==> config.mk <==
export PLATFORM = sky130hd
export DESIGN_NAME = sctr_jobq
export DESIGN_NICKNAME = d
export VERILOG_FILES = /design/src/rtl/core/sctr_pkg.sv /design/src/rtl/core/sctr_jobq.sv
export VERILOG_INCLUDE_DIRS = /design/src /design/src/rtl/core
export SDC_FILE = /design/constraint.sdc
export NUM_CORES = 1
export LEC_CHECK = 0
export BUFFER_PORTS_ARGS = -buffer_cell sky130_fd_sc_hd__clkbuf_2
export CAP_MARGIN = 25
export CORE_ASPECT_RATIO = 2
export CORE_MARGIN = 8
export CORE_UTILIZATION = 31
export DETAILED_ROUTE_END_ITERATION = 16
export GPL_TIMING_DRIVEN = 0
export HOLD_SLACK_MARGIN = 0.1
export MAX_ROUTING_LAYER = met4
export PLACE_DENSITY = 0.57
export SYNTH_ARGS = -nofsm -noshare
export SYNTH_HDL_FRONTEND = slang
export SYNTH_SLANG_ARGS = --single-unit
==> constraint.sdc <==
create_clock -name clk -period 3.13 [get_ports clk]
set_input_delay 0.313 -clock clk [delete_from_list [all_inputs] [get_ports clk]]
set_output_delay 0.313 -clock clk [all_outputs]
set_load 0.01 [all_outputs]
==> src/rtl/core/sound_command_stream_translator_macros.svh <==
// Assertion helpers shared by the translator RTL.
// Each macro expects clk and arst_n in the scope where it is used.
`ifndef SOUND_COMMAND_STREAM_TRANSLATOR_MACROS_SVH
`define SOUND_COMMAND_STREAM_TRANSLATOR_MACROS_SVH

// Same-cycle implication.
`define SCTR_ASSERT_IMPL(label, ante, cons, msg) \
	label: assert property (@(posedge clk) disable iff (!arst_n) (ante) |-> (cons)) \
		else $error(msg);

// Next-cycle implication.
`define SCTR_ASSERT_NEXT(label, ante, cons, msg) \
	label: assert property (@(posedge clk) disable iff (!arst_n) (ante) |=> (cons)) \
		else $error(msg);

`endif

==> src/rtl/core/sctr_pkg.sv <==
`timescale 1ns / 1ps
// ----------------------------------------------------------------------------
// sctr_pkg
// Shared types, command codes and lookup tables of the command stream translator.
// ----------------------------------------------------------------------------
package sctr_pkg;

	localparam int PAD_ALIGN = 16;
	localparam int CNT_W     = (PAD_ALIGN > 2) ? $clog2(PAD_ALIGN) : 1;

	localparam int JQ_DEPTH = 4;
	localparam int JQ_AW    = $clog2(JQ_DEPTH);

	// command and address codes
	localparam logic [7:0] CMD_WAIT       = 8'h61;
	localparam logic [7:0] CMD_REGW       = 8'hb3;
	localparam logic [7:0] CMD_END        = 8'h66;
	localparam logic [7:0] ADDR_MASK_HI   = 8'h70;
	localparam logic [7:0] ADDR_MASK_MID  = 8'h73;
	localparam logic [7:0] DATA_MASK_HI   = 8'h80;
	localparam logic [7:0] DATA_MASK_MID  = 8'h60;
	localparam logic [3:0] WAVE_OFF_HI    = 4'h2;
	localparam logic [3:0] WAVE_ADDR_HI   = 4'h9;
	localparam logic [7:0] WAVE_FOLLOW_AD = 8'h70;
	localparam logic [7:0] WAVE_FOLLOW_DT = 8'h40;
	localparam logic [7:0] DIRECT_OFF_LIM = 8'h20;

	// configuration registers
	localparam logic [0:0]  REG_WAIT_SCALE   = 1'b0;
	localparam logic [0:0]  REG_CYCLES       = 1'b1;
	localparam logic [11:0] WAIT_SCALE_RESET = 12'd1972;
	localparam logic [9:0]  CYCLES_RESET     = 10'd380;

	// floor(p / 1000) = (p * RECIP_1000) >> RECIP_SHIFT for p < 2^28
	localparam logic [28:0] RECIP_1000  = 29'd274877907;
	localparam int          RECIP_SHIFT = 38;

	typedef enum logic [1:0] {
		ST_OK         = 2'd0,
		ST_BAD_CMD    = 2'd1,
		ST_BAD_OFFSET = 2'd2,
		ST_ZERO_WAIT  = 2'd3
	} status_t;

	typedef enum logic [1:0] {
		JK_WAIT,
		JK_REG,
		JK_END,
		JK_ERR
	} kind_t;

	// one classified command handed from the parser to the emitter
	typedef struct packed {
		kind_t      kind;
		logic [7:0] arg0;   // wait: count low; reg: mapped address
		logic [7:0] arg1;   // wait: count high; reg: masked data
		status_t    status;
	} job_t;

	typedef enum logic [2:0] {
		PH_CMD,
		PH_WAIT_LO,
		PH_WAIT_HI,
		PH_REG_OFF,
		PH_REG_DATA
	} phase_t;

	typedef enum logic [2:0] {
		BK_IDLE,
		BK_MUL1,
		BK_MUL2,
		BK_MUL3,
		BK_EMIT,
		BK_HALT
	} back_state_t;

	localparam logic [7:0] ADDR_MAP [32] = '{
		8'h60, 8'h62, 8'h63, 8'h64, 8'h65, 8'h00, 8'h68, 8'h69,
		8'h6c, 8'h6d, 8'h70, 8'h72, 8'h73, 8'h74, 8'h75, 8'h00,
		8'h78, 8'h79, 8'h7c, 8'h7d, 8'h80, 8'h81, 8'h84, 8'h00,
		8'h00, 8'h00, 8'h00, 8'h00, 8'h00, 8'h00, 8'h00, 8'h00
	};

	// zero means the offset has no mapping
	function automatic logic [7:0] map_offset(input logic [7:0] off);
		logic [7:0] res;
		if (off[7:4] == WAVE_OFF_HI) begin
			res = {WAVE_ADDR_HI, off[3:0]};
		end else if (off < DIRECT_OFF_LIM) begin
			res = ADDR_MAP[off[4:0]];
		end else begin
			res = 8'h00;
		end
		return res;
	endfunction

endpackage

==> src/rtl/core/sctr_jobq.sv <==
`timescale 1ns / 1ps
// ----------------------------------------------------------------------------
// sctr_jobq
// Small FIFO of classified jobs between the parser and the emitter.
// ----------------------------------------------------------------------------
`include "sound_command_stream_translator_macros.svh"
module sctr_jobq import sctr_pkg::*; (
	input  logic clk,
	input  logic arst_n,
	input  logic push,
	input  job_t push_job,
	output logic full,
	input  logic pop,
	output logic head_valid,
	output job_t head_job
);

	job_t             slot_q [JQ_DEPTH];
	logic [JQ_AW-1:0] wr_ptr_q;
	logic [JQ_AW-1:0] rd_ptr_q;
	logic [JQ_AW:0]   count_q;
	logic             do_push;
	logic             do_pop;

	assign full       = (count_q == (JQ_AW+1)'(JQ_DEPTH));
	assign head_valid = (count_q != '0);
	assign head_job   = slot_q[rd_ptr_q];
	assign do_push    = push && !full;
	assign do_pop     = pop && head_valid;

	always_ff @(posedge clk) begin
		if (do_push) begin
			slot_q[wr_ptr_q] <= push_job;
		end
	end

	always_ff @(posedge clk or negedge arst_n) begin
		if (!arst_n) begin
			wr_ptr_q <= '0;
			rd_ptr_q <= '0;
			count_q  <= '0;
		end else begin
			if (do_push) begin
				wr_ptr_q <= wr_ptr_q + 1'b1;
			end
			if (do_pop) begin
				rd_ptr_q <= rd_ptr_q + 1'b1;
			end
			case ({do_push, do_pop})
				2'b10:   count_q <= count_q + 1'b1;
				2'b01:   count_q <= count_q - 1'b1;
				default: count_q <= count_q;
			endcase
		end
	end

	`SCTR_ASSERT_IMPL(a_jobq_bound, 1'b1, count_q <= (JQ_AW+1)'(JQ_DEPTH), "job queue overflow")
	`SCTR_ASSERT_IMPL(a_jobq_no_drop, push, !full, "job pushed into a full queue")

endmodule

==> impl_results.md <==
* Arrival time of the worst setup path at 1.68 ns
* Final period utilization at 63.8%
* Pin count of the biggest net entering global routing at 21
* Worst-margin pin slew at 0.592 ns
* Fin worst setup slack at 1.13 ns
* Fin Setup TNS at 0 ns
* Initial Util at 31.9%
* Longest Clk Path Bufs at 2
* Maximum fanout along the worst path at 10
* Post-synth top area share at 72.0%
* Avg Cell Area, Syn at 23.7 um^2
* Sequential share of the synthesized area at 77.2%
* Core Area at 0.0105 mm^2
* Critical path cell sequence: buf_6, mux4_2, clkbuf_2
* Post-DR vias/cell at 4.44
* Die height at 163 um
* Htree depth at 3
* Grt ovf at 0
* Post-Syn Area at 0.00334 mm^2
* Slowest cell on crit path: mux4_2
* Hold WC Path Type: input port to flop
* Total Wirelength at 5890 um
* Buffers & Inverters on Critical Path at 2
* First-pass GRT wire length at 9140 um
* Ports at 46
* Clock latency at the later pin of the worst-skew pair at 0.33 ns
* CP Capture Type: output pin
* #FFs+latches synth at 87
* Leak Pwr at 1.45 nW
* Count of input and output buffers at 45
* DRT iter0 DRCs at 117
* Placer Congestion at 0.657
* RSZ-0062 raised after global routing: no
* Top-count cell post-synth: edfxtp_1
* Yosys warning total at 0
* Fraction of layout instances using a drive strength above 1 at 45.3%
* Syn Inst Count at 141
* Setup violators final at 0
* Synth cell types at 20
* FMAX at 0.501 GHz
* Delay-heaviest family, CP: multiplexers
* Detail Placement HPWL at 4050 um
* Final hold vios at 0
* Fin Clk Skew at 0.00628 ns
* P&R area growth vs syn at 21.1%
* Die W at 89.4 um
* CTS tree: yes
* Element type at the critical path start: flop
* Die area at 0.0145 mm^2
* Final Power at 3.83 mW
* Crit path required time at 2.82 ns
* Total track usage at 9.15%
* Worst vdd ir at 0.000382 V
* Cts bufs inserted at 9
* DRT antenna net count at 0
* Fin Hold WS at 0.197 ns
* Synth Net Count at 171
* Largest stage delay on the critical path at 0.54 ns
* Top_reg_cell synth: edfxtp_1
* Fin nets at 228
* Outcome: complete, no violations
* DRT Pass-1 Iters at 4
* Setup slack at placement at 1.12 ns
* Clk slew on worst S/H paths at 0.06 ns
* Pwr Density at 947 mW/mm^2
* Synth area leaders: edfxtp_1 (72%), mux4_2 (12%), dfrtp_1 (5.2%)
* Relative slew slack at 60.5%
* Vias at 1508
* Row cnt at 53
* Number of synthesized flops with an enable pin at 80
* CTS resizes at 0
* WL per Instance at 17.3 um
* Slew Limit Fails at 0
* Share of flip-flops with an asynchronous set or reset at 8.05%
* Clock Tree Root: clkbuf_16
* DRC at 0
* Clk sink count at 87
* Antenna violations before repair at 0
* Synth area leader: edfxtp_1
* N_diodes at 0
* Most frequent cells after synthesis: edfxtp_1 (80), mux4_2 (18), dfrtp_1 (7)
* Vias in the first global route at 1751
* Number of max-cap violations at 0
* Tmin final at 2.00 ns
* Kind of critical path: flop to output pin
-- worst reg2reg max path, stage by stage, from the launching register on --
cell     delay [ns]
dfrtp_1        0.45
nor3b_4        0.27
nor2b_4        0.09
inv_1          0.06
ha_1           0.18
inv_1          0.06
fa_1           0.37
xor2_1         0.15
nor2_1         0.13
xor2_1         0.16
-- repair_timing --
| action | 4_1_cts | 5_1_grt |
|---|---|---|
| setup endpoints to repair | 0 | 0 |
| endpoints found under the hold margin | 7 | 0 |
| setup buffers | 0 | 0 |
| hold buffers | 1 | 0 |
-- power by group --
part,internal [mW],leakage (nW),switching (mW),total [mW]
Sequential,1.55,0.814,0.0959,1.65
Combinational,0.540,0.492,0.601,1.14
Clock,0.619,0.142,0.422,1.04
Total,2.71,1.45,1.12,3.83
-- per-stage QoR --
step	instances	instance area, um^2	util, %
after global routing	340	4040	38.6
after global placement	323	3730	35.6
final	340	4040	38.6
after CTS	340	4040	38.6
after detailed placement	323	3730	35.6
after floorplan	141	3340	-
-- path summary, 6_finish.rpt --
check / cells past startpoint / start / slack [ns] / end
max: 3 / rd_ptr_q[0]$_DFFE_PN0P_ / 1.13 / head_job[10]
min: 1 / push_job[15] / 0.20 / slot_q[2][15]$_DFFE_PP_
max reg2reg: 9 / count_q[0]$_DFFE_PN0P_ / 1.14 / count_q[2]$_DFFE_PN0P_
min reg2reg: 1 / count_q[2]$_DFFE_PN0P_ / 0.53 / count_q[2]$_DFFE_PN0P_
max in group asynchronous: 2 / arst_n / 2.59 / wr_ptr_q[0]$_DFFE_PN0P_
min in group asynchronous: 2 / arst_n / 0.36 / count_q[1]$_DFFE_PN0P_
-- flip-flops by register name, summed over array words and instances (netlist names) --
signal    cells
slot_q       80
rd_ptr_q      2
count_q       3
wr_ptr_q      2
-- cells in the final DEF (no fill, tap or decap), drive strengths merged, types with 2 or more instances in the layout --
master	instances
clkinv	3
and2	4
xor2	3
ha	5
clkbuf	54
buf	4
clkinvlp	2
xnor2	3
edfxtp	80
dfrtp	7
mux4	20
inv	7
-- cells by family (layout without fill, tap and decap cells) --
group                    count (synthesis)  in the layout  synth area share, %
buffers and inverters                   10             72                 1.65
multiplexers                            22             22                 14.5
flip-flops                              87             87                 77.2
AND/OR/NAND/NOR                          9              9                 2.32
AO/OA/AOI/OAI                            1              1                0.300
XOR/XNOR                                 6              6                 1.57
adder cells (fa/ha/maj)                  6              6                 2.47
-- routing by layer --
layer	wire length, um	up-vias	global-route usage, %
li1	-	686	-
met1	2200	778	8.61
met2	3300	33	15.9
met3	264	11	2.33
met4	130	0	5.49
met5	0	-	-
-- layout make-up --
type                            count  area [um^2]
Buffer                              4         32.5
Multi-Input combinational cell     44          706
Fill cell                        1007         6430
Clock buffer                        9          225
Sequential cell                    87         2580
Clock inverter                      7         72.6
Timing Repair Buffer               46          235
Inverter                            6         22.5
Tap cell                          137          171
(Power assumes the default switching activity.)
