### src/rtl/core/sound_command_stream_translator_macros.svh
// Assertion helpers shared by the translator RTL.
// Each macro expects clk and arst_n in the scope where it is used.
`ifndef SOUND_COMMAND_STREAM_TRANSLATOR_MACROS_SVH
`define SOUND_COMMAND_STREAM_TRANSLATOR_MACROS_SVH

// Same-cycle implication.
`define SCTR_ASSERT_IMPL(label, ante, cons, msg) \
	label: assert property (@(posedge clk) disable iff (!arst_n) (ante) |-> (cons)) \
		else $error(msg);

// Next-cycle implication.
`define SCTR_ASSERT_NEXT(label, ante, cons, msg) \
	label: assert property (@(posedge clk) disable iff (!arst_n) (ante) |=> (cons)) \
		else $error(msg);

`endif

### src/rtl/core/sctr_pkg.sv
`timescale 1ns / 1ps
// ----------------------------------------------------------------------------
// sctr_pkg
// Shared types, command codes and lookup tables of the command stream translator.
// ----------------------------------------------------------------------------
package sctr_pkg;

	localparam int PAD_ALIGN = 16;
	localparam int CNT_W     = (PAD_ALIGN > 2) ? $clog2(PAD_ALIGN) : 1;

	localparam int JQ_DEPTH = 4;
	localparam int JQ_AW    = $clog2(JQ_DEPTH);

	// command and address codes
	localparam logic [7:0] CMD_WAIT       = 8'h61;
	localparam logic [7:0] CMD_REGW       = 8'hb3;
	localparam logic [7:0] CMD_END        = 8'h66;
	localparam logic [7:0] ADDR_MASK_HI   = 8'h70;
	localparam logic [7:0] ADDR_MASK_MID  = 8'h73;
	localparam logic [7:0] DATA_MASK_HI   = 8'h80;
	localparam logic [7:0] DATA_MASK_MID  = 8'h60;
	localparam logic [3:0] WAVE_OFF_HI    = 4'h2;
	localparam logic [3:0] WAVE_ADDR_HI   = 4'h9;
	localparam logic [7:0] WAVE_FOLLOW_AD = 8'h70;
	localparam logic [7:0] WAVE_FOLLOW_DT = 8'h40;
	localparam logic [7:0] DIRECT_OFF_LIM = 8'h20;

	// configuration registers
	localparam logic [0:0]  REG_WAIT_SCALE   = 1'b0;
	localparam logic [0:0]  REG_CYCLES       = 1'b1;
	localparam logic [11:0] WAIT_SCALE_RESET = 12'd1972;
	localparam logic [9:0]  CYCLES_RESET     = 10'd380;

	// floor(p / 1000) = (p * RECIP_1000) >> RECIP_SHIFT for p < 2^28
	localparam logic [28:0] RECIP_1000  = 29'd274877907;
	localparam int          RECIP_SHIFT = 38;

	typedef enum logic [1:0] {
		ST_OK         = 2'd0,
		ST_BAD_CMD    = 2'd1,
		ST_BAD_OFFSET = 2'd2,
		ST_ZERO_WAIT  = 2'd3
	} status_t;

	typedef enum logic [1:0] {
		JK_WAIT,
		JK_REG,
		JK_END,
		JK_ERR
	} kind_t;

	// one classified command handed from the parser to the emitter
	typedef struct packed {
		kind_t      kind;
		logic [7:0] arg0;   // wait: count low; reg: mapped address
		logic [7:0] arg1;   // wait: count high; reg: masked data
		status_t    status;
	} job_t;

	typedef enum logic [2:0] {
		PH_CMD,
		PH_WAIT_LO,
		PH_WAIT_HI,
		PH_REG_OFF,
		PH_REG_DATA
	} phase_t;

	typedef enum logic [2:0] {
		BK_IDLE,
		BK_MUL1,
		BK_MUL2,
		BK_MUL3,
		BK_EMIT,
		BK_HALT
	} back_state_t;

	localparam logic [7:0] ADDR_MAP [32] = '{
		8'h60, 8'h62, 8'h63, 8'h64, 8'h65, 8'h00, 8'h68, 8'h69,
		8'h6c, 8'h6d, 8'h70, 8'h72, 8'h73, 8'h74, 8'h75, 8'h00,
		8'h78, 8'h79, 8'h7c, 8'h7d, 8'h80, 8'h81, 8'h84, 8'h00,
		8'h00, 8'h00, 8'h00, 8'h00, 8'h00, 8'h00, 8'h00, 8'h00
	};

	// zero means the offset has no mapping
	function automatic logic [7:0] map_offset(input logic [7:0] off);
		logic [7:0] res;
		if (off[7:4] == WAVE_OFF_HI) begin
			res = {WAVE_ADDR_HI, off[3:0]};
		end else if (off < DIRECT_OFF_LIM) begin
			res = ADDR_MAP[off[4:0]];
		end else begin
			res = 8'h00;
		end
		return res;
	endfunction

endpackage

### src/rtl/core/sctr_front.sv
`timescale 1ns / 1ps
// ----------------------------------------------------------------------------
// sctr_front
// Byte parser: tracks command phase, remaps offsets and pushes classified jobs.
// ----------------------------------------------------------------------------
module sctr_front import sctr_pkg::*; (
	input  logic       clk,
	input  logic       arst_n,
	input  logic       in_valid,
	output logic       in_stall,
	input  logic [7:0] in_byte,
	input  logic       q_full,
	output logic       q_push,
	output job_t       q_job
);

	phase_t     phase_q, phase_d;
	logic [7:0] held_q;
	logic       stopped_q;
	logic       act;
	logic       hold_load;
	logic [7:0] hold_val;
	logic       set_stop;
	logic [7:0] mapped;
	logic [7:0] data_m;

	// once halted every byte is swallowed
	assign in_stall = !stopped_q && q_full;
	assign act      = in_valid && !in_stall && !stopped_q;
	assign mapped   = map_offset(in_byte);

	always_comb begin
		data_m = in_byte;
		if (held_q == ADDR_MASK_HI) begin
			data_m = in_byte & DATA_MASK_HI;
		end else if (held_q == ADDR_MASK_MID) begin
			data_m = in_byte & DATA_MASK_MID;
		end
	end

	// next state
	always_comb begin
		phase_d = phase_q;
		if (act) begin
			case (phase_q)
				PH_CMD: begin
					if (in_byte == CMD_WAIT) begin
						phase_d = PH_WAIT_LO;
					end else if (in_byte == CMD_REGW) begin
						phase_d = PH_REG_OFF;
					end
				end
				PH_WAIT_LO:  phase_d = PH_WAIT_HI;
				PH_WAIT_HI:  phase_d = PH_CMD;
				PH_REG_OFF: begin
					if (mapped != 8'h00) begin
						phase_d = PH_REG_DATA;
					end
				end
				PH_REG_DATA: phase_d = PH_CMD;
				default:     phase_d = PH_CMD;
			endcase
		end
	end

	// outputs
	always_comb begin
		q_push    = 1'b0;
		q_job     = '{kind: JK_END, arg0: 8'h00, arg1: 8'h00, status: ST_OK};
		hold_load = 1'b0;
		hold_val  = in_byte;
		set_stop  = 1'b0;
		if (act) begin
			case (phase_q)
				PH_CMD: begin
					if (in_byte == CMD_END) begin
						q_push   = 1'b1;
						set_stop = 1'b1;
					end else if (in_byte != CMD_WAIT && in_byte != CMD_REGW) begin
						q_push       = 1'b1;
						q_job.kind   = JK_ERR;
						q_job.status = ST_BAD_CMD;
						set_stop     = 1'b1;
					end
				end
				PH_WAIT_LO: begin
					hold_load = 1'b1;
				end
				PH_WAIT_HI: begin
					q_push     = 1'b1;
					q_job.kind = JK_WAIT;
					q_job.arg0 = held_q;
					q_job.arg1 = in_byte;
				end
				PH_REG_OFF: begin
					if (mapped == 8'h00) begin
						q_push       = 1'b1;
						q_job.kind   = JK_ERR;
						q_job.status = ST_BAD_OFFSET;
						set_stop     = 1'b1;
					end else begin
						hold_load = 1'b1;
						hold_val  = mapped;
					end
				end
				PH_REG_DATA: begin
					q_push     = 1'b1;
					q_job.kind = JK_REG;
					q_job.arg0 = held_q;
					q_job.arg1 = data_m;
				end
				default: begin
					q_push = 1'b0;
				end
			endcase
		end
	end

	always_ff @(posedge clk or negedge arst_n) begin
		if (!arst_n) begin
			phase_q   <= PH_CMD;
			held_q    <= 8'h00;
			stopped_q <= 1'b0;
		end else begin
			phase_q <= phase_d;
			if (hold_load) begin
				held_q <= hold_val;
			end
			if (set_stop) begin
				stopped_q <= 1'b1;
			end
		end
	end

endmodule

### config.mk
export PLATFORM = sky130hd
export DESIGN_NAME = sctr_front
export DESIGN_NICKNAME = d
export VERILOG_FILES = /design/src/rtl/core/sound_command_stream_translator_macros.svh /design/src/rtl/core/sctr_pkg.sv /design/src/rtl/core/sctr_front.sv
export SDC_FILE = /design/constraint.sdc
export NUM_CORES = 1
export LEC_CHECK = 0
export BUFFER_PORTS_ARGS = -buffer_cell sky130_fd_sc_hd__buf_2
export CORE_MARGIN = 2
export CORE_UTILIZATION = 40
export DETAILED_ROUTE_END_ITERATION = 8
export PLACE_DENSITY = 0.68
export RECOVER_POWER = 25
export SETUP_SLACK_MARGIN = 0.1
export SYNTH_ARGS = -nofsm -noshare
export SYNTH_HDL_FRONTEND = slang
export SYNTH_SLANG_ARGS = --single-unit
### constraint.sdc
create_clock -name clk -period 5.85 [get_ports clk]
set_input_delay 1.17 -clock clk [delete_from_list [all_inputs] [get_ports clk]]
set_output_delay 1.17 -clock clk [all_outputs]
set_load 0.005 [all_outputs]
==> impl_summary.md <==
GRT
The total routing resource utilization after global routing is 0.194. The wire length of the first global-routing pass is 6.47 mm. The total overflow reported by the global router is 0.

The maximum number of pins on one net before global-route repair is 26. The initial antenna violation count is 0. The via count of the first global-routing pass is 1392.

Routing
The routed layout has 1542 vias. The routed design has 3.80 mm of wire. The detail route stage leaves a number of antenna-violating nets equal to 0.

The initial detailed-routing violation count is 99. Dividing the detail-routed wire length by the instance count gives 14.2 um. The pre-antenna-repair detailed-routing pass consisted of 5 iterations.

The number of DRC violations after detailed routing is 0. The via density per instance is 5.78.

Setup path
The biggest fanout along the worst timing path is 11. The signal arrival time at the worst endpoint is 3.36 ns. The reg-to-reg critical path startpoint is phase_q[2]. The flop-to-flop setup slack is 4.00 ns. The number of cells on the worst reg-to-reg path is 6. The critical path capture point type is an output port. At the worst endpoint, the required time is 4.68 ns. In this run the critical register-to-register path is captured at held_q[5]. The critical path start-end classification is primary input to output port.

The category of the worst setup path launch point is a primary input.

Logic synthesis
The cell count after synthesis is 195. The number of register bits inferred by synthesis is 12. The number of nets handed over by synthesis was 213.

The library cell occupying the most area in the post-synthesis netlist is sky130_fd_sc_hd__dfrtp_1. The netlist uses 48 different library cells. Ranked by total cell area, the synthesized netlist is headed by sky130_fd_sc_hd__dfrtp_1 21%, sky130_fd_sc_hd__and2_1 7.4%, sky130_fd_sc_hd__ha_1 5.3%. The async set-reset flop share out of synthesis is 1.00. The total number of yosys warnings is 0. In this run, synthesis inferred 0 flip-flops with an integrated enable. The prevailing post-synth register cell is sky130_fd_sc_hd__dfrtp_1. The average instance area after synthesis is 7.32 um^2. The synthesized cell area is 1430 um^2.

The share of synthesized area occupied by flip-flops and latches is 0.210. The area share of the largest cell type after synthesis is 0.210.

Place
The detailed-placement wirelength estimate is 2.99 mm. The placed standard-cell area is 1610 um^2. The post-placement worst setup slack is 1.37 ns.

The post-placement cell count is 264. The final estimated routing congestion in global placement is 0.870. Input and output buffers added on the ports amount to 33.

STA
Setup repair after global routing left no endpoint under its margin. The worst max-slew margin expressed relative to the limit is 0.401. The final count of pins violating max slew was 0.

The total negative slack is 0 ns. The post-route clock period utilization is 0.774. For the pin with the worst max-slew slack, the measured transition is 0.891 ns. The post-route worst setup slack is 1.32 ns.

The worst-case hold slack is 0.514 ns. The number of hold violations in the final report is 0. Between clock sinks in the finished design, the worst skew comes to 0.000745 ns. The minimum clock period after layout is 4.53 ns. Based on the critical path, the design can be clocked at up to 221 MHz. The number of setup violations in the final report is 0.

Pwr
The worst vdd rail ir drop is 0.0699 mV. The register share of total power is 0.450. Power spread over the standard cell area amounts to 200 nW/um^2. The share of total power dissipated in the clock network is 0.144. Of the total power, the share spent switching nets is 0.409. The design draws 0.325 mW. The static power due to leakage is 0.747 nW. The part of the power in combinational logic is 0.406.

The internal portion of total power is 0.192 mW. For this design the total switching power over the nets is 0.133 mW.

Die
The top-level port count is 34. The initial utilization of the core area, before any placement, comes to 0.421. Row generation in the floorplan step produced 21 rows. The die covers 4060 um^2. The die is 63.7 um wide. The core region area is 3390 um^2. The die outline height is 63.7 um.

Clocking
The buffer type at the clock tree root is sky130_fd_sc_hd__clkbuf_4. The deepest level of the CTS H-tree is 1. The count of instances resized after the clock tree is built is 0. The TritonCTS sink count is 12. After clock tree synthesis, the clock-pin slew on the worst setup and hold paths is 0.06 ns. The total CTS buffers is 3. The number of hold buffers added after CTS was 0. TritonCTS built the clock tree.

The longest clock path from root to sink contains 2 buffers. The number of post-CTS setup repair buffers is 0. The later pin in the worst-skew pair is clocked with a latency of 0.26 ns.

Final layout
The final net count is 241. After the flow finishes, the layout carries non-filler instances totaling 267. The area of all sequential standard cells is 300 um^2. The area of the multi-input gates is 1050 um^2. The final design utilization is 0.480. 0 antenna diodes ended up in the layout. With fillers left out, the area of the finished cells amounts to 1630 um^2. In the final layout, the share of cells above drive strength 1 is 0.172. Compared with the post-synthesis result, the final layout area differs by 13.9%. The fill cell instance count of the final layout is 356.

Hold path
The terminating pin of the worst hold path is held_q[6]. In this run the most critical hold path is launched from held_q[6]. The worst hold path class is flip-flop to flip-flop.

Along the worst hold path, the cell count comes to 1.

Status
The run finished with clean final reports.

Job
The count of max-cap constraint violations is 0.
[per-layer routing]
metal	share of wire	wire, um	track usage
met1	0.45	1730	0.266
met4	0.027	102	0.0380
met3	0.069	263	0.0458
met2	0.45	1710	0.313
met5	0	0	0
[cells in the final DEF (no fill, tap or decap), drive strengths merged, types with 2 or more instances in the layout]
cell and instances:
buf 32, and2 18, nand2 16, nor2 15, o21ai 15, a21oi 13
dfrtp 12, nand2b 10, inv 8, nor3 7, o211ai 7, nand3 7
ha 6, nor2b 4, mux2 4, clkbuf 4, o21a 3, a31oi 3
a21o 3, o221ai 3, nand4b 2, o31ai 2, xnor2 2, a211oi 2
o22ai 2, nand4 2, or3 2, o2bb2ai 2
[registers in the layout, summed over array words and instances, names as in the netlist]
signal and cells:
held_q 8, stopped_q 1, phase_q 3
[cells in the mapped netlist, drive strengths merged (2+ instances only)]
| cell | instances |
|---|---|
| and2 | 18 |
| buf | 4 |
| or3 | 2 |
| o2bb2ai | 2 |
| o221ai | 3 |
| xnor2 | 2 |
| o21a | 3 |
| ha | 6 |
| a21oi | 13 |
| nor2b | 4 |
| clkbuf | 6 |
| o211ai | 7 |
| nand3 | 7 |
| o22ai | 2 |
| nor2 | 15 |
| a31oi | 3 |
| inv | 8 |
| nand4 | 2 |
| dfrtp | 12 |
| nand2b | 10 |
| nand4b | 2 |
| nor3 | 7 |
| a21o | 3 |
| a211oi | 2 |
| mux2 | 4 |
| nand2 | 16 |
| o31ai | 2 |
| o21ai | 15 |
[final cells by class]
class,instances,area share
inverters,8,0.0185
well taps,46,0.0354
flip-flops and latches,12,0.185
repair buffers,33,0.101
clock buffers,3,0.0138
multi-input cells,165,0.647
[worst max-delay path, stage by stage]
cell,delay [ns]
sky130_fd_sc_hd__buf_2,0.19
sky130_fd_sc_hd__inv_1,0.12
sky130_fd_sc_hd__ha_1,0.32
sky130_fd_sc_hd__nand2b_1,0.16
sky130_fd_sc_hd__and3b_1,0.20
sky130_fd_sc_hd__a2111o_1,0.37
sky130_fd_sc_hd__o21a_1,0.28
sky130_fd_sc_hd__o21ai_0,0.24
sky130_fd_sc_hd__o311a_1,0.19
sky130_fd_sc_hd__buf_2,0.10
[how the worst max path moves through the flow]
stage                     startpoint  endpoint  slack, ns  cells past startpoint
after global placement    in_byte[1]    q_push       1.38                     10
after CTS                 in_byte[1]    q_push       1.35                     10
after global routing      in_byte[1]  q_job[1]       1.10                     10
final                     in_byte[1]    q_push       1.32                     10
after floorplan           in_byte[0]    q_push       1.84                      8
after detailed placement  in_byte[1]    q_push       1.37                     10
[kinds of logic (layout without fill, tap and decap cells)]
kind of cell | after synthesis | count (layout) | synth area share
AND/OR/NAND/NOR | 88 | 88 | 0.325
AO/OA/AOI/OAI | 64 | 64 | 0.308
buffers and inverters | 18 | 44 | 0.0526
flip-flops | 12 | 12 | 0.210
adder cells (fa/ha/maj) | 6 | 6 | 0.0526
multiplexers | 5 | 5 | 0.0386
XOR/XNOR | 2 | 2 | 0.0123
[power groups by stage]
stage / registers (mW) / logic [mW] / clock network, mW
floorplan: 0.130 / 0.106 / 0
global placement: 0.147 / 0.129 / 0
detailed placement: 0.147 / 0.130 / 0
CTS: 0.146 / 0.130 / 0.0494
global route: 0.151 / 0.148 / 0.0540
finish: 0.146 / 0.132 / 0.0466
No activity file was read; power rests on OpenSTA's default activity.
